`src/design/vn_pkg.sv`:
```
// vn_pkg: shared widths, constants and lane record for vec3_normalize
// no dependencies
package vn_pkg;
  localparam int unsigned FRAC_BITS = 16;
  localparam int unsigned COMP_W    = 32;
  localparam int unsigned SUM_W     = 64;
  localparam int unsigned LEN_W     = 32;
  localparam int unsigned SQ_STEPS  = LEN_W;
  localparam int unsigned SQ_REM_W  = LEN_W + 2;
  localparam int unsigned DIV_STEPS = FRAC_BITS + 1;
  localparam int unsigned QUO_W     = FRAC_BITS + 1;
  localparam int unsigned DIV_REM_W = LEN_W + 1;
  localparam int unsigned LANES     = 3;
  localparam int unsigned LATENCY   = SQ_STEPS + DIV_STEPS + 3;

  typedef struct packed {
    logic              neg;
    logic [COMP_W-1:0] mag;
    logic [COMP_W-1:0] raw;
  } lane_t;
endpackage

```
`src/design/vn_sq_lane.sv`:
```
// vn_sq_lane: one lane, component magnitude and its exact square
// depends on vn_pkg
module vn_sq_lane (
  input  logic                       clk_i,
  input  logic [vn_pkg::COMP_W-1:0]  comp_i,
  output vn_pkg::lane_t              lane_o,
  output logic [vn_pkg::SUM_W-1:0]   sq_o
);
  import vn_pkg::*;

  logic              neg;
  logic [COMP_W-1:0] mag;

  assign neg = comp_i[COMP_W-1];
  assign mag = neg ? (~comp_i + COMP_W'(1)) : comp_i;

  always_ff @(posedge clk_i) begin
    sq_o   <= SUM_W'(mag) * SUM_W'(mag);
    lane_o <= '{neg: neg, mag: mag, raw: comp_i};
  end
endmodule

```
`config.mk`:
```
export PLATFORM = sky130hd
export DESIGN_NAME = vn_sq_lane
export DESIGN_NICKNAME = d
export VERILOG_FILES = /design/src/design/vn_pkg.sv /design/src/design/vn_sq_lane.sv
export SDC_FILE = /design/constraint.sdc
export NUM_CORES = 2
export LEC_CHECK = 0
export BUFFER_PORTS_ARGS = -buffer_cell sky130_fd_sc_hd__buf_2
export CORE_MARGIN = 10
export CORE_UTILIZATION = 40
export DETAILED_ROUTE_END_ITERATION = 10
export PLACE_DENSITY = 0.6
export SKIP_CTS_REPAIR_TIMING = 1
export SYNTH_ARGS = -nofsm -noshare
export SYNTH_HDL_FRONTEND = slang
export SYNTH_SLANG_ARGS = --single-unit
```
`constraint.sdc`:
```
create_clock -name clk_i -period 9.1 [get_ports clk_i]
set_input_delay 0 -clock clk_i [delete_from_list [all_inputs] [get_ports clk_i]]
set_output_delay 0 -clock clk_i [all_outputs]
set_load 0.01 [all_outputs]
```
* Yosys cells after proc, flatten, opt, wreduce, memory -nomap -nowiden
Index checks and enable logic that the tools add are counted.
Word-level totals: register bits after elaboration 129, bits of input ports 33
Operators by class: $add $sub $neg 1, multipliers 1, multiplexer cells 1, bitwise gates (word level) 1
Operators with widths (count):
- $mul 32x32->64 | 1
- $add 32x1->32 const B | 1
- $mux 32 | 1
- $not 32->32 | 1

* Depth between registers and ports, before layout
word-level depth 4, mapped depth 39

* Worst setup path after synthesis
No wires, ideal clock.
kind in2reg, start point input comp_i[0] (netlist bit), end point register sq_o[57] (netlist bit), arrival 8.898 ns, required time 8.974 ns, setup slack 0.076 ns, cell stages on the path 35, path buffers 4, path through inv_1 -> clkbuf_1 -> clkbuf_1 -> ha_1 -> nand3_1 -> or2_1 -> nand2b_4 -> o31ai_1 -> xor2_1 -> inv_2 -> buf_1 -> nand2_1 -> fa_1 -> inv_1 -> fa_1 -> fa_1 -> inv_1 -> fa_1 -> inv_1 -> fa_1 -> fa_1 -> fa_1 -> inv_1 -> fa_1 -> inv_1 -> ha_1 -> clkbuf_1 -> nand4_1 -> or4_1 -> a211oi_1 -> nor2_1 -> o31a_1 -> o31ai_1 -> a21boi_0 -> xnor2_1
Between the ends: word-level cells in the longest chain between the ends 4
RTL lines:
- from (decl) | RTL line vn_sq_lane.sv:5 | input logic [vn_pkg::COMP_W-1:0] comp_i,
- $not 32->32 | RTL line vn_sq_lane.sv:15 | assign mag = neg ? (~comp_i + COMP_W'(1)) : comp_i;
- $add 32x1->32 | RTL line vn_sq_lane.sv:15
- $mux 32 | RTL line vn_sq_lane.sv:15
- named net mag[24] | RTL line vn_sq_lane.sv:12 | logic [COMP_W-1:0] mag;
- $mul 32x32->64 | RTL line vn_sq_lane.sv:18 | sq_o <= SUM_W'(mag) * SUM_W'(mag);
- to (signal assigned) | RTL line vn_sq_lane.sv:18
- to (decl) | RTL line vn_sq_lane.sv:7 | output logic [vn_pkg::SUM_W-1:0] sq_o
The timed path passes the listed nets, and every way through them passes these cells.

* Worst setup path in the final report
start point input comp_i[8] (netlist bit), end point register sq_o[60] (netlist bit)
Between the ends: word-level cells in the longest chain between the ends 4
RTL lines (RTL line):
- $not 32->32 | vn_sq_lane.sv:15
- $add 32x1->32 | vn_sq_lane.sv:15
- $mux 32 * | vn_sq_lane.sv:15
- $mul 32x32->64 * | vn_sq_lane.sv:18
Mark *: on every way between the ends. The rest lies on a longest branch, timed or not.

==> summary by stage <==
Critical path
The kind of cell with the highest combined delay on the critical path is adder cells. The cell type of the slowest stage on the worst timing path is sky130_fd_sc_hd__fa_1. The timing startpoint of the critical path is comp_i[8].

The biggest fanout along the worst timing path is 14. The critical path in this run is classified as in2reg. For the worst setup path, the data required time is 9530 ps. The most prevalent standard cell on the critical path is sky130_fd_sc_hd__fa_1. The arrival time of the worst setup path is a little over 9000 ps. The kind of start point of the critical path is a primary input. In this run the number of cells on the critical path is 34. For this run, the slowest stage of the critical path takes 570 ps.

The buffering stage count on the worst path with inverters included is 9. The worst setup path is captured at a flop.

Die
The die width is 303 um. The core region is 79100 sq um. The full die area is 91600 sq um. The initial core utilization is 40.4%. The number of rows in the core area is 103. The number of I/O pins is 162. The die height is ~300 um.

CTS
In this run, CTS created clock tree buffers numbering 17. The TritonCTS clock tree is built. The count of clock tree sinks is between 100 and 150. The clock tree synthesis step divided the H-tree into 4 levels.

The number of buffers between clock root and the deepest sink is 2. Clock-pin slew was measured on the worst setup and hold paths at 70 ps. In this run the clock root is driven by a sky130_fd_sc_hd__clkbuf_16.

Synth
The cell count after synthesis came out at ~3400. Counting distinct cell types in the post-synthesis netlist gives 78. After synthesis, the mean cell area works out to 9.42 sq um. The most used flip-flop cell after synthesis is sky130_fd_sc_hd__dfxtp_1. After synthesis the netlist holds a flip-flop and latch count of 125. The share of the Yosys chip area taken by registers is 7.83%.

The post-synthesis cell area is 31900 sq um. Of all flip-flops after synthesis, the portion carrying an async set or reset was 0%. The number of warnings reported in the yosys synthesis log is 0. The synthesized design contains 0 enable-type register cells.

Timing
The count of endpoints failing hold in the final timing report came to 0. After layout, the worst path uses between 90% and 100% of the clock period. The actual transition at the worst max-transition pin is roughly 750 ps. Headroom to the max-slew limit came out at 49.8%.

The post-route worst hold slack is between 100 and 150 ps. Derived from the worst setup path, the maximum achievable clock frequency is 114 MHz. Setup slack closes at 331 ps. The max-slew violation count was 0.

The setup violation total in the final timing report is 0. The smallest clock period supported by the final layout is computed as a little under 9000 ps.

Detailed routing
The routed design has 96300 um of wire. Across all layers, the routed design uses 23900 vias. Once detail routing completed, the nets flagged for antenna violations numbered 0. The number of remaining DRC errors is 0.

The average wire per cell in the routed design is 19.5 um. The first detailed-routing pass took 5 iterations. In this run, the number of DRC markers left after iteration 0 of detailed routing was 1326. Using the TritonRoute via totals, the vias-per-cell ratio works out to 4.85.

Layout
The post-layout instance area is 37500 sq um. The area growth from synthesis to layout is 17.5%. The total number of nets in the final design is between 4000 and 5000.

The most common cell after layout, fill and taps aside is sky130_fd_sc_hd__inv_1. The top cell types in the final layout, fill and taps aside, are 1001 x sky130_fd_sc_hd__inv_1, 795 x sky130_fd_sc_hd__fa_1, 342 x sky130_fd_sc_hd__buf_4. 0 antenna diodes ended up in the layout. For this run, the share of the core covered by cells in the final layout is a little under half. The ratio of cells with drive above 1 in the final layout is approximately 16%.

Global routing
The number of global-route vias before repair is 26100. The total overflow left after global routing is 0. In the global route stage, overall resource usage came out at 21.7%. The initial antenna violation count is 2. The wire length of the first global-routing pass is approximately 150000 um. Entering global routing, the biggest net connects 22 pins.

Placement
Routability-driven placement finished with a final weighted congestion of 0.935. Summed over all nets, the half-perimeter wirelength after detailed placement is 83600 um. The count of buffers added on input and output ports is 160. Once placement finished, the instance area stood at around 37000 sq um. The post-placement setup slack is -317 ps.

Status
The run finished with clean final reports.

Worst hold path
The tightest min-delay check is of the in2reg type. The startpoint identified for the worst hold timing path is comp_i[4]. The worst hold path depth is 3.

Job
The tool flagged a number of max-cap violations equal to 0.
kinds of logic (layout without fill, tap and decap cells):
family	Yosys count	after routing	share of synthesized area, %
DFF	125	125	7.83
AOI/OAI and AO/OA	263	263	5.54
adders and majority gates	1076	1076	60.8
muxes	3	3	0.0979
xor gates and xnor gates	113	113	3.24
other	2	27	0.0235
buffers and inverters	1131	1595	13.4
and+or+nand+nor	677	677	9.00
Yosys cell counts (all sizes together), types with 5 or more instances:
library cell     n  area [sq um]
nand2          288          1090
o211ai           5          37.5
fa             795         15900
clkbuf          90           338
xor2            54           503
nor2           275          1030
o21bai          12          90.1
a31o             5          43.8
and3             9          56.3
or2              5          31.3
nand4           18           113
ha             281          3520
buf             26           145
nor2b            6          37.5
nor3            14          70.1
a21oi           77           385
a31oi            9          56.3
a211oi           8          65.1
nand3           15          75.1
and2            16           100
a21o            39           293
or4              7          60.1
inv           1011          3790
xnor2           59           532
o31ai           16           134
dfxtp          125          2500
or3              7          48.8
o21ai           44           220
o41ai            5          70.1
o31a             5          43.8
nand2b           7          58.8
registers in the layout, summed over array words and instances, names as in the netlist:
| name | flops |
|---|---|
| lane_o | 62 |
| sq_o | 63 |
layout make-up:
| class | instances | area, sq um |
|---|---|---|
| Sequential cell | 125 | 2500 |
| Timing Repair Buffer | 548 | 3970 |
| Clock buffer | 18 | 429 |
| Inverter | 1015 | 3810 |
| Multi-Input combinational cell | 2159 | 25400 |
| Fill cell | 7723 | 41600 |
| Clock inverter | 14 | 135 |
| Tap cell | 1050 | 1310 |
final timing paths:
check | endpoint
worst max-delay path | sq_o[60]$_DFF_P_
worst min-delay path | lane_o[36]$_DFF_P_
metrics by stage:
stage / instances / setup TNS [ps]
finish: 4929 / 0
floorplan: 3415 / 0
detailed placement: 4864 / -2460
global route: 4929 / -9.94
CTS: 4896 / 0
global placement: 4864 / -600
layer usage:
| layer | share of wire, % | wire, um | GRT usage, % | vias up |
|---|---|---|---|---|
| li1 | - | - | - | 10800 |
| met1 | 36 | 34600 | 24.3 | 12200 |
| met2 | 53 | 50600 | 39.0 | 743 |
| met3 | 7.4 | 7150 | 5.84 | 172 |
| met4 | 4.1 | 3920 | 8.34 | 4 |
| met5 | 0.028 | 27 | 0 | - |
Power is not shown: default switching activity piles up to over one toggle a cycle in this logic, so the estimate is an artifact.
